<file path="src/rtl/hpv_pkg.sv">
`timescale 1ns / 1ps

package hpv_pkg;

    // Limits of the naming rules
    localparam logic [6:0] LABEL_MAX      = 7'd63;
    localparam logic [7:0] NAME_MAX_BYTES = 8'd253;
    localparam logic [1:0] MIN_LABELS     = 2'd2;
    localparam logic [6:0] LOCAL_LEN      = 7'd5;

    // Characters of interest
    localparam logic [7:0] CH_WILDCARD = 8'h2A;
    localparam logic [7:0] CH_HYPHEN   = 8'h2D;
    localparam logic [7:0] CH_DOT      = 8'h2E;

    // Error codes, first one seen wins
    localparam logic [3:0] ERR_NONE          = 4'd0;
    localparam logic [3:0] ERR_BAD_CHAR      = 4'd1;
    localparam logic [3:0] ERR_EMPTY_LABEL   = 4'd2;
    localparam logic [3:0] ERR_LEAD_HYPHEN   = 4'd3;
    localparam logic [3:0] ERR_WILDCARDS     = 4'd4;
    localparam logic [3:0] ERR_TRAIL_HYPHEN  = 4'd5;
    localparam logic [3:0] ERR_LABEL_LONG    = 4'd6;
    localparam logic [3:0] ERR_FEW_LABELS    = 4'd7;
    localparam logic [3:0] ERR_FINAL_WILD    = 4'd8;
    localparam logic [3:0] ERR_NUMERIC_TLD   = 4'd9;
    localparam logic [3:0] ERR_LOCAL         = 4'd10;
    localparam logic [3:0] ERR_LENGTH        = 4'd11;

    // One input item
    typedef struct packed {
        logic [7:0] character;
        logic       end_of_name;
    } hpv_in_t;

    // One result item
    typedef struct packed {
        logic       valid_res;
        logic [3:0] error_code;
    } hpv_out_t;

    // Item leaving the input register for the checker
    typedef struct packed {
        logic    go;
        hpv_in_t item;
    } hpv_step_t;

    // Lower-case spelling of "local", by position
    function automatic logic [7:0] local_char(input logic [2:0] idx);
        logic [7:0] ch;
        unique case (idx)
            3'd0:    ch = 8'h6C;
            3'd1:    ch = 8'h6F;
            3'd2:    ch = 8'h63;
            3'd3:    ch = 8'h61;
            3'd4:    ch = 8'h6C;
            default: ch = 8'h00;
        endcase
        return ch;
    endfunction

endpackage

</file>
<file path="src/rtl/hostname_pattern_validator.sv">
`timescale 1ns / 1ps

// Hostname / hostname-pattern validator.
// Input channel: one item per character (in_item.character), with
// in_item.end_of_name set on the closing item, whose character is ignored.
// in_valid/in_stall handshake; an item is taken when in_valid is high and
// in_stall is low. Output channel: one result item per end item,
// out_valid/out_stall handshake, carrying valid_res and error_code.
// cfg_we/cfg_data write pattern_mode; write it only while no name is in flight.
// Throughput: one item per cycle unless an end item waits in the input register
// for room in the result register; the check logic between the two is combinational.
// An accepted end item is held in the input register; its result is then
// registered in the result register, which drives out_valid.
// Reset clears all name tracking, sets plain-hostname mode and empties both
// registers. When the receiver stalls, the result is held; characters keep
// flowing, and the next end item waits in the input register, which then
// stalls the sender.

module hostname_pattern_validator
(
    input  logic             clk,
    input  logic             rst_n,
    input  logic             in_valid,
    output logic             in_stall,
    input  hpv_pkg::hpv_in_t in_item,
    output logic             out_valid,
    input  logic             out_stall,
    output hpv_pkg::hpv_out_t out_item,
    input  logic             cfg_we,
    input  logic             cfg_data
);
    import hpv_pkg::*;

    logic      pattern_mode_reg;
    logic      out_free;
    hpv_step_t step;
    hpv_out_t  result;

    // Mode register
    always_ff @(posedge clk or negedge rst_n)
    begin
        if (!rst_n)
        begin
            pattern_mode_reg <= 1'b0;
        end
        else if (cfg_we)
        begin
            pattern_mode_reg <= cfg_data;
        end
    end

    hpv_in_stage u_in_stage
    (
        .clk      (clk),
        .rst_n    (rst_n),
        .in_valid (in_valid),
        .in_stall (in_stall),
        .in_item  (in_item),
        .out_free (out_free),
        .step     (step)
    );

    hpv_checker u_checker
    (
        .clk          (clk),
        .rst_n        (rst_n),
        .pattern_mode (pattern_mode_reg),
        .step         (step),
        .result       (result)
    );

    hpv_out_stage u_out_stage
    (
        .clk       (clk),
        .rst_n     (rst_n),
        .step      (step),
        .result    (result),
        .out_free  (out_free),
        .out_valid (out_valid),
        .out_stall (out_stall),
        .out_item  (out_item)
    );

endmodule

</file>
<file path="src/rtl/hpv_in_stage.sv">
`timescale 1ns / 1ps

module hpv_in_stage
(
    input  logic               clk,
    input  logic               rst_n,
    input  logic               in_valid,
    output logic               in_stall,
    input  hpv_pkg::hpv_in_t   in_item,
    input  logic               out_free,
    output hpv_pkg::hpv_step_t step
);
    import hpv_pkg::*;

    logic    full_reg;
    logic    full_next;
    hpv_in_t item_reg;
    logic    go;
    logic    accept;

    // A character always moves on; an end item waits for room in the result register
    assign go       = full_reg && (!item_reg.end_of_name || out_free);
    assign in_stall = full_reg && !go;
    assign accept   = in_valid && !in_stall;

    assign full_next = accept || (full_reg && !go);

    always_ff @(posedge clk or negedge rst_n)
    begin
        if (!rst_n)
        begin
            full_reg <= 1'b0;
        end
        else
        begin
            full_reg <= full_next;
        end
    end

    // Payload, no reset
    always_ff @(posedge clk)
    begin
        if (accept)
        begin
            item_reg <= in_item;
        end
    end

    assign step.go   = go;
    assign step.item = item_reg;

    // Stall only when an item is actually held
    a_stall_needs_item: assert property (@(posedge clk) disable iff (!rst_n)
        in_stall |-> full_reg)
        else $error("input stall with empty register");

endmodule

</file>
<file path="src/rtl/hpv_checker.sv">
`timescale 1ns / 1ps

module hpv_checker
(
    input  logic               clk,
    input  logic               rst_n,
    input  logic               pattern_mode,
    input  hpv_pkg::hpv_step_t step,
    output hpv_pkg::hpv_out_t  result
);
    import hpv_pkg::*;

    // Per-name tracking state
    logic [3:0] first_error_reg,      first_error_next;
    logic       inside_label_reg,     inside_label_next;
    logic [6:0] label_length_reg,     label_length_next;
    logic [1:0] label_wildcards_reg,  label_wildcards_next;
    logic       prior_label_wild_reg, prior_label_wild_next;
    logic       label_all_digits_reg, label_all_digits_next;
    logic       last_was_hyphen_reg,  last_was_hyphen_next;
    logic       local_prefix_ok_reg,  local_prefix_ok_next;
    logic [1:0] label_count_reg,      label_count_next;
    logic [7:0] total_bytes_reg,      total_bytes_next;

    logic [7:0] ch;
    logic [7:0] ch_low;
    logic       is_digit;
    logic       is_alnum;
    logic       wild;
    logic       legal;
    logic       take;
    logic       finish;
    logic [1:0] count_closed;
    logic [3:0] code;

    assign ch       = step.item.character;
    assign ch_low   = ch | 8'h20;
    assign is_digit = (ch >= 8'h30) && (ch <= 8'h39);
    assign is_alnum = is_digit || ((ch >= 8'h41) && (ch <= 8'h5A))
                    || ((ch >= 8'h61) && (ch <= 8'h7A));
    assign wild     = (ch == CH_WILDCARD) && pattern_mode;
    assign legal    = is_alnum || (ch == CH_HYPHEN) || (ch == CH_DOT) || wild;
    assign take     = step.go && !step.item.end_of_name && (first_error_reg == ERR_NONE);
    assign finish   = step.go && step.item.end_of_name;

    // Label count after closing the final label, saturating at 3
    assign count_closed = (label_count_reg == 2'd3) ? 2'd3 : label_count_reg + 2'd1;

    // Verdict on the end item
    always_comb
    begin
        if (first_error_reg != ERR_NONE)
            code = first_error_reg;
        else if (!inside_label_reg)
            code = ERR_EMPTY_LABEL;
        else if (last_was_hyphen_reg)
            code = ERR_TRAIL_HYPHEN;
        else if (label_length_reg > LABEL_MAX)
            code = ERR_LABEL_LONG;
        else if (count_closed < MIN_LABELS)
            code = ERR_FEW_LABELS;
        else if (pattern_mode && ((label_wildcards_reg != 2'd0) || prior_label_wild_reg))
            code = ERR_FINAL_WILD;
        else if (label_all_digits_reg)
            code = ERR_NUMERIC_TLD;
        else if ((label_length_reg == LOCAL_LEN) && local_prefix_ok_reg)
            code = ERR_LOCAL;
        else if (total_bytes_reg > NAME_MAX_BYTES)
            code = ERR_LENGTH;
        else
            code = ERR_NONE;
    end

    assign result.valid_res  = (code == ERR_NONE);
    assign result.error_code = code;

    // Per-character update; state after an error is don't-care until the end item
    always_comb
    begin
        first_error_next      = first_error_reg;
        inside_label_next     = inside_label_reg;
        label_length_next     = label_length_reg;
        label_wildcards_next  = label_wildcards_reg;
        prior_label_wild_next = prior_label_wild_reg;
        label_all_digits_next = label_all_digits_reg;
        last_was_hyphen_next  = last_was_hyphen_reg;
        local_prefix_ok_next  = local_prefix_ok_reg;
        label_count_next      = label_count_reg;
        total_bytes_next      = total_bytes_reg;

        if (finish)
        begin
            first_error_next      = ERR_NONE;
            inside_label_next     = 1'b0;
            label_length_next     = 7'd0;
            label_wildcards_next  = 2'd0;
            prior_label_wild_next = 1'b1;
            label_all_digits_next = 1'b1;
            last_was_hyphen_next  = 1'b0;
            local_prefix_ok_next  = 1'b1;
            label_count_next      = 2'd0;
            total_bytes_next      = 8'd0;
        end
        else if (take)
        begin
            if (!legal)
            begin
                first_error_next = ERR_BAD_CHAR;
            end
            else
            begin
                if (!wild && (total_bytes_reg != 8'hFF))
                    total_bytes_next = total_bytes_reg + 8'd1;

                if (!inside_label_reg && (ch == CH_DOT))
                begin
                    first_error_next = ERR_EMPTY_LABEL;
                end
                else if (!inside_label_reg && (ch == CH_HYPHEN))
                begin
                    first_error_next = ERR_LEAD_HYPHEN;
                end
                else if (ch != CH_DOT)
                begin
                    inside_label_next = 1'b1;
                    if (!is_digit)
                        label_all_digits_next = 1'b0;
                    if (wild)
                    begin
                        if (label_wildcards_reg >= 2'd2)
                            first_error_next = ERR_WILDCARDS;
                        else
                            label_wildcards_next = label_wildcards_reg + 2'd1;
                    end
                    else
                    begin
                        if ((label_length_reg >= LOCAL_LEN)
                            || (ch_low != local_char(label_length_reg[2:0])))
                            local_prefix_ok_next = 1'b0;
                        if (label_length_reg != 7'h7F)
                            label_length_next = label_length_reg + 7'd1;
                    end
                    last_was_hyphen_next = (ch == CH_HYPHEN);
                end
                else
                begin
                    // Dot closes the current label
                    if (last_was_hyphen_reg)
                    begin
                        first_error_next = ERR_TRAIL_HYPHEN;
                    end
                    else if (label_length_reg > LABEL_MAX)
                    begin
                        first_error_next = ERR_LABEL_LONG;
                    end
                    else
                    begin
                        label_count_next      = count_closed;
                        inside_label_next     = 1'b0;
                        label_all_digits_next = 1'b1;
                        prior_label_wild_next = (label_wildcards_reg != 2'd0);
                        label_wildcards_next  = 2'd0;
                        label_length_next     = 7'd0;
                        local_prefix_ok_next  = 1'b1;
                        last_was_hyphen_next  = 1'b0;
                    end
                end
            end
        end
    end

    always_ff @(posedge clk or negedge rst_n)
    begin
        if (!rst_n)
        begin
            first_error_reg      <= ERR_NONE;
            inside_label_reg     <= 1'b0;
            label_length_reg     <= 7'd0;
            label_wildcards_reg  <= 2'd0;
            prior_label_wild_reg <= 1'b1;
            label_all_digits_reg <= 1'b1;
            last_was_hyphen_reg  <= 1'b0;
            local_prefix_ok_reg  <= 1'b1;
            label_count_reg      <= 2'd0;
            total_bytes_reg      <= 8'd0;
        end
        else
        begin
            first_error_reg      <= first_error_next;
            inside_label_reg     <= inside_label_next;
            label_length_reg     <= label_length_next;
            label_wildcards_reg  <= label_wildcards_next;
            prior_label_wild_reg <= prior_label_wild_next;
            label_all_digits_reg <= label_all_digits_next;
            last_was_hyphen_reg  <= last_was_hyphen_next;
            local_prefix_ok_reg  <= local_prefix_ok_next;
            label_count_reg      <= label_count_next;
            total_bytes_reg      <= total_bytes_next;
        end
    end

    // End item leaves a clean slate
    a_clear_after_end: assert property (@(posedge clk) disable iff (!rst_n)
        finish |=> (first_error_reg == ERR_NONE) && (label_count_reg == 2'd0)
                   && (total_bytes_reg == 8'd0) && !inside_label_reg)
        else $error("state not cleared after end item");

    // First error is sticky until the end item
    a_error_sticky: assert property (@(posedge clk) disable iff (!rst_n)
        ((first_error_reg != ERR_NONE) && !finish)
            |=> (first_error_reg == $past(first_error_reg)))
        else $error("first error overwritten");

    // Verdict code stays within the defined set
    a_code_range: assert property (@(posedge clk) disable iff (!rst_n)
        finish |-> (code <= ERR_LENGTH))
        else $error("undefined error code");

endmodule

</file>
<file path="src/rtl/hpv_out_stage.sv">
`timescale 1ns / 1ps

module hpv_out_stage
(
    input  logic               clk,
    input  logic               rst_n,
    input  hpv_pkg::hpv_step_t step,
    input  hpv_pkg::hpv_out_t  result,
    output logic               out_free,
    output logic               out_valid,
    input  logic               out_stall,
    output hpv_pkg::hpv_out_t  out_item
);
    import hpv_pkg::*;

    logic     full_reg;
    logic     full_next;
    hpv_out_t item_reg;
    logic     load;

    // Room when empty or when the held item leaves this cycle
    assign out_free  = !full_reg || !out_stall;
    assign load      = step.go && step.item.end_of_name;
    assign full_next = load || (full_reg && out_stall);

    always_ff @(posedge clk or negedge rst_n)
    begin
        if (!rst_n)
        begin
            full_reg <= 1'b0;
        end
        else
        begin
            full_reg <= full_next;
        end
    end

    always_ff @(posedge clk)
    begin
        if (load)
        begin
            item_reg <= result;
        end
    end

    assign out_valid = full_reg;
    assign out_item  = item_reg;

    // Verdict bit agrees with the code
    a_verdict_matches: assert property (@(posedge clk) disable iff (!rst_n)
        out_valid |-> (out_item.valid_res == (out_item.error_code == ERR_NONE)))
        else $error("verdict and error code disagree");

    // Never load over a held, stalled item
    a_no_overwrite: assert property (@(posedge clk) disable iff (!rst_n)
        (full_reg && out_stall) |-> !load)
        else $error("result overwritten while stalled");

endmodule
</file>
<file path="config.mk">
export PLATFORM = sky130hd
export DESIGN_NAME = hostname_pattern_validator
export DESIGN_NICKNAME = d
export VERILOG_FILES = /design/src/rtl/hpv_pkg.sv /design/src/rtl/hostname_pattern_validator.sv /design/src/rtl/hpv_in_stage.sv /design/src/rtl/hpv_checker.sv /design/src/rtl/hpv_out_stage.sv
export SDC_FILE = /design/constraint.sdc
export NUM_CORES = 1
export LEC_CHECK = 0
export BUFFER_PORTS_ARGS = -buffer_cell sky130_fd_sc_hd__clkbuf_2
export CAP_MARGIN = 20
export CORE_MARGIN = 4
export CORE_UTILIZATION = 46
export DETAILED_ROUTE_END_ITERATION = 16
export GPL_TIMING_DRIVEN = 0
export PLACE_DENSITY_LB_ADDON = 0.08
export SLEW_MARGIN = 5
export SYNTH_ARGS = -nofsm -noshare
export SYNTH_HDL_FRONTEND = slang
export SYNTH_SLANG_ARGS = --single-unit
</file>
<file path="constraint.sdc">
create_clock -name clk -period 2.66 [get_ports clk]
set_input_delay 0.133 -clock clk [delete_from_list [all_inputs] [get_ports clk]]
set_output_delay 0.133 -clock clk [all_outputs]
set_load 0.005 [all_outputs]
</file>
==> flow_summary_export.csv, run 1 <==
group,metric,value,unit
place,gp_congestion,0.911,
drt,drtAntennaViolNets,0,
worst_setup_path,cp-start-kind,"flop",
drt,drc,0,
synth,synthFlopType,"dfrtp_1",
die,dieHeight,84.6,microns
worst_hold_path,hold_class,"input pin to flop",
status,status,"completed",
die,pin_count,22,
sta,fmax,0.405,GHz
sta,worst_pin_slew,0.765,ns
synth,syn_area_per_cell,9.91,sq um
die,die_w,84.6,microns
cts,path_clk_slew,0.08,ns
synth,synth-warning-count,0,
synth,synth_edf_count,14,
drt,first_iter_violations,170,
power_and_ir_drop,max-vdd-ir-drop,0.000248,V
cells_and_area,area_growth,12.3,%
cells_and_area,diodes,0,
place,dpl_cell_area,2890,sq um
drt,wl_per_cell,16.4,microns
worst_setup_path,path_buf_inv,0,
worst_setup_path,slowest_stage,"dfrtp_1",
die,row_count,27,
grt,antenna_found_initial,0,
cells_and_area,final_cell_count_no_fill,376,
power_and_ir_drop,leakagePower,1.19,nW
worst_setup_path,worstPathArrival,2.66,ns
power_and_ir_drop,switchingPower,0.556,mW
synth,ys_top_cells_by_area,"dfrtp_1 (25%), edfxtp_1 (16%), ha_1 (4.6%)",
drt,drt_pass1_iterations,4,
drt,routed_via_density,5.89,
cts,clk_latency,0.30,ns
grt,gr-total-overflow,0,
synth,synth.top_cell.area_share,0.251,
grt,grt_util_all_layers,0.178,
cts,cts.path.max_buffers,2,
sta,slew_violations,0,
cells_and_area,final_cell_area,3030,sq um
sta,hold_viol,0,
worst_setup_path,worst-path-max-fanout,9,
drt,wirelength,6.16,mm
synth,synthTopCellsByCount,"dfrtp_1 (27), nand2_1 (21), nor2_1 (20)",
synth,seq_area_frac_synth,0.436,
worst_setup_path,worstSetupEndpointType,"flop",
place,pre_cts_slack,0.263,ns
synth,syn_nets,297,
worst_setup_path,max_stage_delay,0.48,ns
cts,cts_sinks,44,
sta,clock_skew,0.00513,ns
cells_and_area,fillers,545,
cts,h-tree-depth,2,
synth,syn_inst,272,
synth,synth_cell_types,71,
power_and_ir_drop,clockPowerShare,0.280,
power_and_ir_drop,p_sw_frac,0.307,
worst_setup_path,crit_family,"compound AO/OA/AOI/OAI gates",
cells_and_area,ff_latch_area,1170,sq um
worst_setup_path,crit_chain,"ha_1 -> nand3b_1 -> o21bai_1 -> o41ai_1 -> a221oi_2 -> o21ai_1 -> a32o_1",
cts,cts_tree,"built",
worst_setup_path,critical_path_class,"flop to flop",
die,die-area,7150,sq um
synth,ys_async_sr_fraction,0.682,
sta,finalSetupViolations,0,
synth,ys_ff_latch,44,
cells_and_area,fin_nets,328,
grt,grt_pass1_wl,10.4,mm
sta,rsz0062_at_grt,"false",
cells_and_area,drive_above_1_share,0.174,
grt,grt_pass1_vias,2210,
sta,tns,0,ns
power_and_ir_drop,powerDensity,597,nW/um^2
drt,num_vias,2216,
place,io_buffers,21,
worst_setup_path,cp.required,2.85,ns
power_and_ir_drop,intPower,1.25,mW
sta,timing.slew.headroom,0.490,
cts,post_cts_buffers,0,
die,start_util,0.481,
cts,cts_buffers,5,
run,drv_cap,0,
synth,synthesis.area,2700,sq um
power_and_ir_drop,total_power,1.81,mW
synth,synth_top_area_cell,"dfrtp_1",
cts,cts_resized,0,
die,core_area,5610,sq um
synth,synth.most_common_cell,"dfrtp_1",
cells_and_area,multi_input_area,1410,sq um
sta,fin_ws,0.188,ns
power_and_ir_drop,p_comb_frac,0.244,
place,dp_cells,365,
power_and_ir_drop,p_seq_frac,0.477,
cts,cts_root_buf,"clkbuf_8",
cells_and_area,largest_reg_flops,9,
sta,fin_crit,2.47,ns
grt,grt_max_degree,31,
sta,period_share,0.929,
place,dpl.hpwl,4.46,mm
-- logic make-up (layout without fill, tap and decap cells) --
logic type               after synthesis  in the layout  synth area share
AND/OR/NAND/NOR                      108            108             0.225
AO/OA/AOI/OAI                         80             80             0.233
flip-flops                            44             44             0.436
buffers and inverters                 25             57            0.0422
adder cells (fa/ha/maj)               10             10            0.0464
XOR/XNOR                               3              3           0.00975
multiplexers                           2              2           0.00789
-- power groups by stage --
stage	clock (mW)	sequential (mW)	combinational, mW
6_report	0.506	0.863	0.441
5_1_grt	0.546	0.875	0.500
3_3_place_gp	0	0.876	0.430
2_1_floorplan	0	0.860	0.325
4_1_cts	0.516	0.863	0.439
3_5_place_dp	0	0.877	0.433
-- routing by layer --
| metal | GRT usage | wire length, microns | part of all wire | vias to the layer above |
|---|---|---|---|---|
| li1 | - | - | - | 1104 |
| met1 | 0.233 | 2920 | 0.47 | 1063 |
| met2 | 0.293 | 2920 | 0.47 | 45 |
| met3 | 0.0353 | 259 | 0.042 | 4 |
| met4 | 0.0590 | 63 | 0.010 | 0 |
| met5 | 0 | 0 | 0 | - |
-- placed cells by master, fill, tap and decap left out, types with 3 or more instances in the layout --
| cell type | n |
|---|---|
| nand2_1 | 21 |
| a21oi_1 | 13 |
| o31ai_1 | 6 |
| clkbuf_1 | 6 |
| nor2_2 | 3 |
| clkbuf_2 | 23 |
| nor3_1 | 8 |
| a41oi_1 | 3 |
| or3_1 | 5 |
| dlygate4sd3_1 | 3 |
| nor3b_1 | 3 |
| nand3_1 | 14 |
| o21ai_0 | 11 |
| o211ai_1 | 10 |
| edfxtp_1 | 14 |
| or4_1 | 5 |
| clkbuf_8 | 5 |
| o41ai_1 | 3 |
| dfrtp_1 | 27 |
| o21bai_1 | 3 |
| nand2b_1 | 3 |
| ha_1 | 10 |
| nor2_1 | 20 |
| nand4_1 | 3 |
| inv_1 | 13 |
| dfstp_2 | 3 |
| a31oi_1 | 3 |
-- through the flow --
step	hold slack, ns	util
global placement	0.258	0.516
floorplan	-0.163	-
global route	0.00157	0.540
CTS	0.00194	0.537
finish	0.00664	0.540
detailed placement	0.256	0.516
-- layout make-up --
type,count,area share
sequential,44,0.388
clock inverter,2,0.0116
clock buffer,6,0.0240
inverter,14,0.0173
timing repair buffer,24,0.0446
tap,72,0.0297
buffer,11,0.0202
multi-input combinational,203,0.465
-- what timing repair did --
action                                 4_1_cts  5_1_grt
hold buffers                                 1        2
endpoints found under the hold margin       27        2
setup endpoints to repair                    0        0
-- worst paths after layout --
path | cells after the start | slack [ns] | endpoint | startpoint
worst min-delay path | 1 | 0.007 | u_in_stage.step[1]$_DFFE_PP_ | in_item[1]
worst max-delay path | 7 | 0.19 | u_checker.first_error_reg[0]$_DFFE_PN0P_ | u_checker.label_length_reg[0]$_DFFE_PN0P_
min in group asynchronous | 2 | 0.43 | u_checker.total_bytes_reg[7]$_DFFE_PN0P_ | rst_n
worst max register to register | 7 | 0.19 | u_checker.first_error_reg[0]$_DFFE_PN0P_ | u_checker.label_length_reg[0]$_DFFE_PN0P_
max in group asynchronous | 2 | 1.74 | pattern_mode_reg$_DFFE_PN0P_ | rst_n
worst min register to register | 2 | 0.53 | u_checker.prior_label_wild_reg$_DFFE_PN1P_ | u_checker.prior_label_wild_reg$_DFFE_PN1P_
Note: power is estimated with default switching activity, not from simulation.
==> inputs of run 2 (changes only) <==
SYNTH_HIERARCHICAL = 1   (was not set)
==> run 2 against run 1 <==
Net effect: worst setup slack got worse by 0.0036 ns; register-to-register slack about the same; clock power shrank 9.5%; cell count increased by 1.1%; largest cell class unchanged; die area fell by 3.7%; via count decreased by 7.9%; synthesized area shrank 4.0%; sequential power up 13%.
==> flow_summary_export.csv, run 2 <==
group,metric,value,unit
status,status,"completed",
sta,period_share,0.931,
die,die-area,6890,sq um
drt,wl_per_cell,13.9,microns
synth,syn_area_per_cell,9.51,sq um
worst_setup_path,cp.required,2.84,ns
drt,wirelength,5.29,mm
cells_and_area,ff_latch_area,1170,sq um
place,dp_cells,365,
cts,path_clk_slew,0.08,ns
cells_and_area,largest_reg_flops,9,
cts,cts_sinks,44,
die,row_count,27,
cells_and_area,final_util,0.540,
synth,synthFlopType,"dfrtp_1",
cells_and_area,mostFrequentLayoutCell,"nor2_1",
sta,fin_crit,2.48,ns
cts,cts_root_buf,"clkbuf_8",
sta,timing.slew.headroom,0.478,
synth,synth_cell_types,54,
synth,ys_ff_latch,44,
place,gp_congestion,0.814,
sta,worst_pin_slew,0.783,ns
cells_and_area,diodes,0,
drt,first_iter_violations,139,
sta,rsz0062_at_grt,"false",
synth,syn_nets,297,
synth,ys_async_sr_fraction,0.682,
drt,drt_pass1_iterations,4,
die,core_area,5470,sq um
place,dpl.hpwl,3.92,mm
drt,drc,0,
sta,clock_skew,0.00699,ns
worst_setup_path,critical_path_class,"flop to flop",
worst_setup_path,worst-path-max-fanout,9,
synth,yosys.area_share.adder,0.0484,
sta,finalSetupViolations,0,
grt,gr-total-overflow,0,
place,io_buffers,21,
synth,synth.top_cell.area_share,0.261,
cells_and_area,drive_above_1_share,0.153,
power_and_ir_drop,total_power,2.07,mW
synth,seq_area_frac_synth,0.454,
worst_setup_path,crit_chain,"a21boi_0 -> buf_4 -> and2_1 -> nor2_1 -> a21oi_1 -> o31ai_4 -> a21o_4 -> mux2_1",
cts,cts_buffers,5,
synth,synth_compound_area_frac,0.197,
power_and_ir_drop,max-vdd-ir-drop,0.000327,V
cells_and_area,final_cell_mix,"nor2_1 (36), dfrtp_1 (27), o21ai_0 (23), nand2_1 (23), clkbuf_2 (22)",
cells_and_area,multi_input_area,1300,sq um
grt,grt_util_all_layers,0.163,
worst_setup_path,cp-start-kind,"flop",
synth,synthTopCellsByCount,"nor2_1 (36), dfrtp_1 (27), nand2_1 (23), o21ai_0 (23), inv_1 (18)",
worst_setup_path,slowest_stage,"edfxtp_1",
grt,grt_pass1_wl,9.16,mm
cts,cts_tree,"built",
cts,clk_latency,0.29,ns
synth,synth_mux_area_frac,0.0300,
synth,synth_top_area_cell,"dfrtp_1",
cts,cts.path.max_buffers,2,
drt,drtAntennaViolNets,0,
sta,tns,0,ns
die,pin_count,22,
synth,synth_edf_count,14,
die,dieHeight,83,microns
synth,syn_inst,272,
drt,num_vias,2041,
power_and_ir_drop,leakagePower,1.29,nW
cells_and_area,final_cell_count_no_fill,380,
cts,h-tree-depth,2,
synth,synth-warning-count,6,
sta,hold_ws,0.0164,ns
sta,fmax,0.404,GHz
grt,grt_max_degree,31,
synth,synthSimpleGateAreaFrac,0.206,
die,start_util,0.473,
sta,slew_violations,0,
cts,post_cts_buffers,0,
cells_and_area,fillers,518,
synth,synth-xor-area-share,0.0203,
synth,synth.most_common_cell,"nor2_1",
sta,hold_viol,0,
cells_and_area,area_growth,14.1,%
synth,synthesis.area,2590,sq um
worst_setup_path,max_stage_delay,0.53,ns
power_and_ir_drop,powerDensity,701,nW/um^2
run,drv_cap,0,
worst_hold_path,hold_class,"input pin to flop",
cells_and_area,fin_nets,332,
grt,antenna_found_initial,0,
grt,grt_pass1_vias,1888,
worst_setup_path,worstPathArrival,2.66,ns
synth,synth_top_family_by_area,"simple AND/OR/NAND/NOR gates",
synth,ys_top_cells_by_area,"dfrtp_1 (26%), edfxtp_1 (16%), nor2_1 (5.2%)",
drt,routed_via_density,5.37,
die,die_w,83,microns
worst_setup_path,worstSetupEndpointType,"flop",
[run 2: cell types whose count changed in the layout (fill, tap and decap cells not counted), moves of 4 or more]
cell | before | now
nand3_1 | 14 | 6
and3_1 | 2 | 6
dlygate4sd3_1 | 3 | 7
inv_1 | 13 | 18
or3_1 | 5 | 0
o21ai_0 | 11 | 23
nor2_1 | 20 | 36
nor3_1 | 8 | 3
o211ai_1 | 10 | 0
[run 2: timing repair]
action	CTS	global route
hold buffers	2	5
gates resized for setup	0	0
endpoints found under the hold margin	28	5
[run 2: layout make-up]
| cell class | count | area share |
|---|---|---|
| multi-input cells | 202 | 0.440 |
| flip-flops and latches | 44 | 0.398 |
| repair buffers | 28 | 0.0593 |
| clock buffers | 8 | 0.0339 |
| well taps | 72 | 0.0305 |
| inverters | 18 | 0.0229 |
| plain buffers | 8 | 0.0157 |
[run 2: final timing paths]
| kind | from | cells after the start | to | slack, ns |
|---|---|---|---|---|
| setup / recovery | u_in_stage/step[0]$_DFFE_PP_ | 8 | u_checker/label_length_reg[0]$_DFFE_PN0P_ | 0.18 |
| hold / removal | in_item[3] | 1 | u_in_stage/step[3]$_DFFE_PP_ | 0.02 |
| setup reg to reg | u_in_stage/step[0]$_DFFE_PP_ | 8 | u_checker/label_length_reg[0]$_DFFE_PN0P_ | 0.18 |
| hold reg to reg | u_checker/local_prefix_ok_reg$_DFFE_PN1P_ | 2 | u_checker/local_prefix_ok_reg$_DFFE_PN1P_ | 0.48 |
| max in group asynchronous | rst_n | 2 | u_checker/label_wildcards_reg[0]$_DFFE_PN0P_ | 1.72 |
| min in group asynchronous | rst_n | 2 | u_checker/label_length_reg[5]$_DFFE_PN0P_ | 0.44 |
[run 2: metal layers]
layer | track usage | vias up | part of all wire
li1 | - | 1052 | -
met1 | 0.242 | 948 | 0.52
met2 | 0.233 | 37 | 0.44
met3 | 0.0357 | 4 | 0.033
met4 | 0.0565 | 0 | 0.0072
met5 | 0 | - | 0
[run 2: stage by stage]
| step | setup WS, ns | instance area, sq um |
|---|---|---|
| 3_5_place_dp | 0.171 | 2780 |
| 5_1_grt | 0.0118 | 2950 |
| 2_1_floorplan | 0.465 | 2590 |
| 6_report | 0.184 | 2950 |
| 4_1_cts | 0.156 | 2900 |
| 3_3_place_gp | 0.238 | 2780 |
[run 2: kinds of logic after synthesis]
| family | after synthesis |
|---|---|
| simple gates | 104 |
| compound gates | 75 |
| flops | 44 |
| buf+inv | 26 |
| fa+ha+maj | 10 |
| mux | 7 |
| xor+xnor | 6 |
[run 2: power by group]
part	switching [mW]	internal (mW)	total (mW)
Combinational	0.368	0.270	0.638
Sequential	0.124	0.849	0.974
Clock	0.220	0.237	0.458
[run 2: critical path, delay by kind of cell (launching register included)]
| family | cells | cell delay (ns) |
|---|---|---|
| AO/OA/AOI/OAI | 4 | 1.00 |
| buffers and inverters | 1 | 0.18 |
| flip-flops | 1 | 0.53 |
| multiplexers | 1 | 0.30 |
| AND/OR/NAND/NOR | 2 | 0.34 |
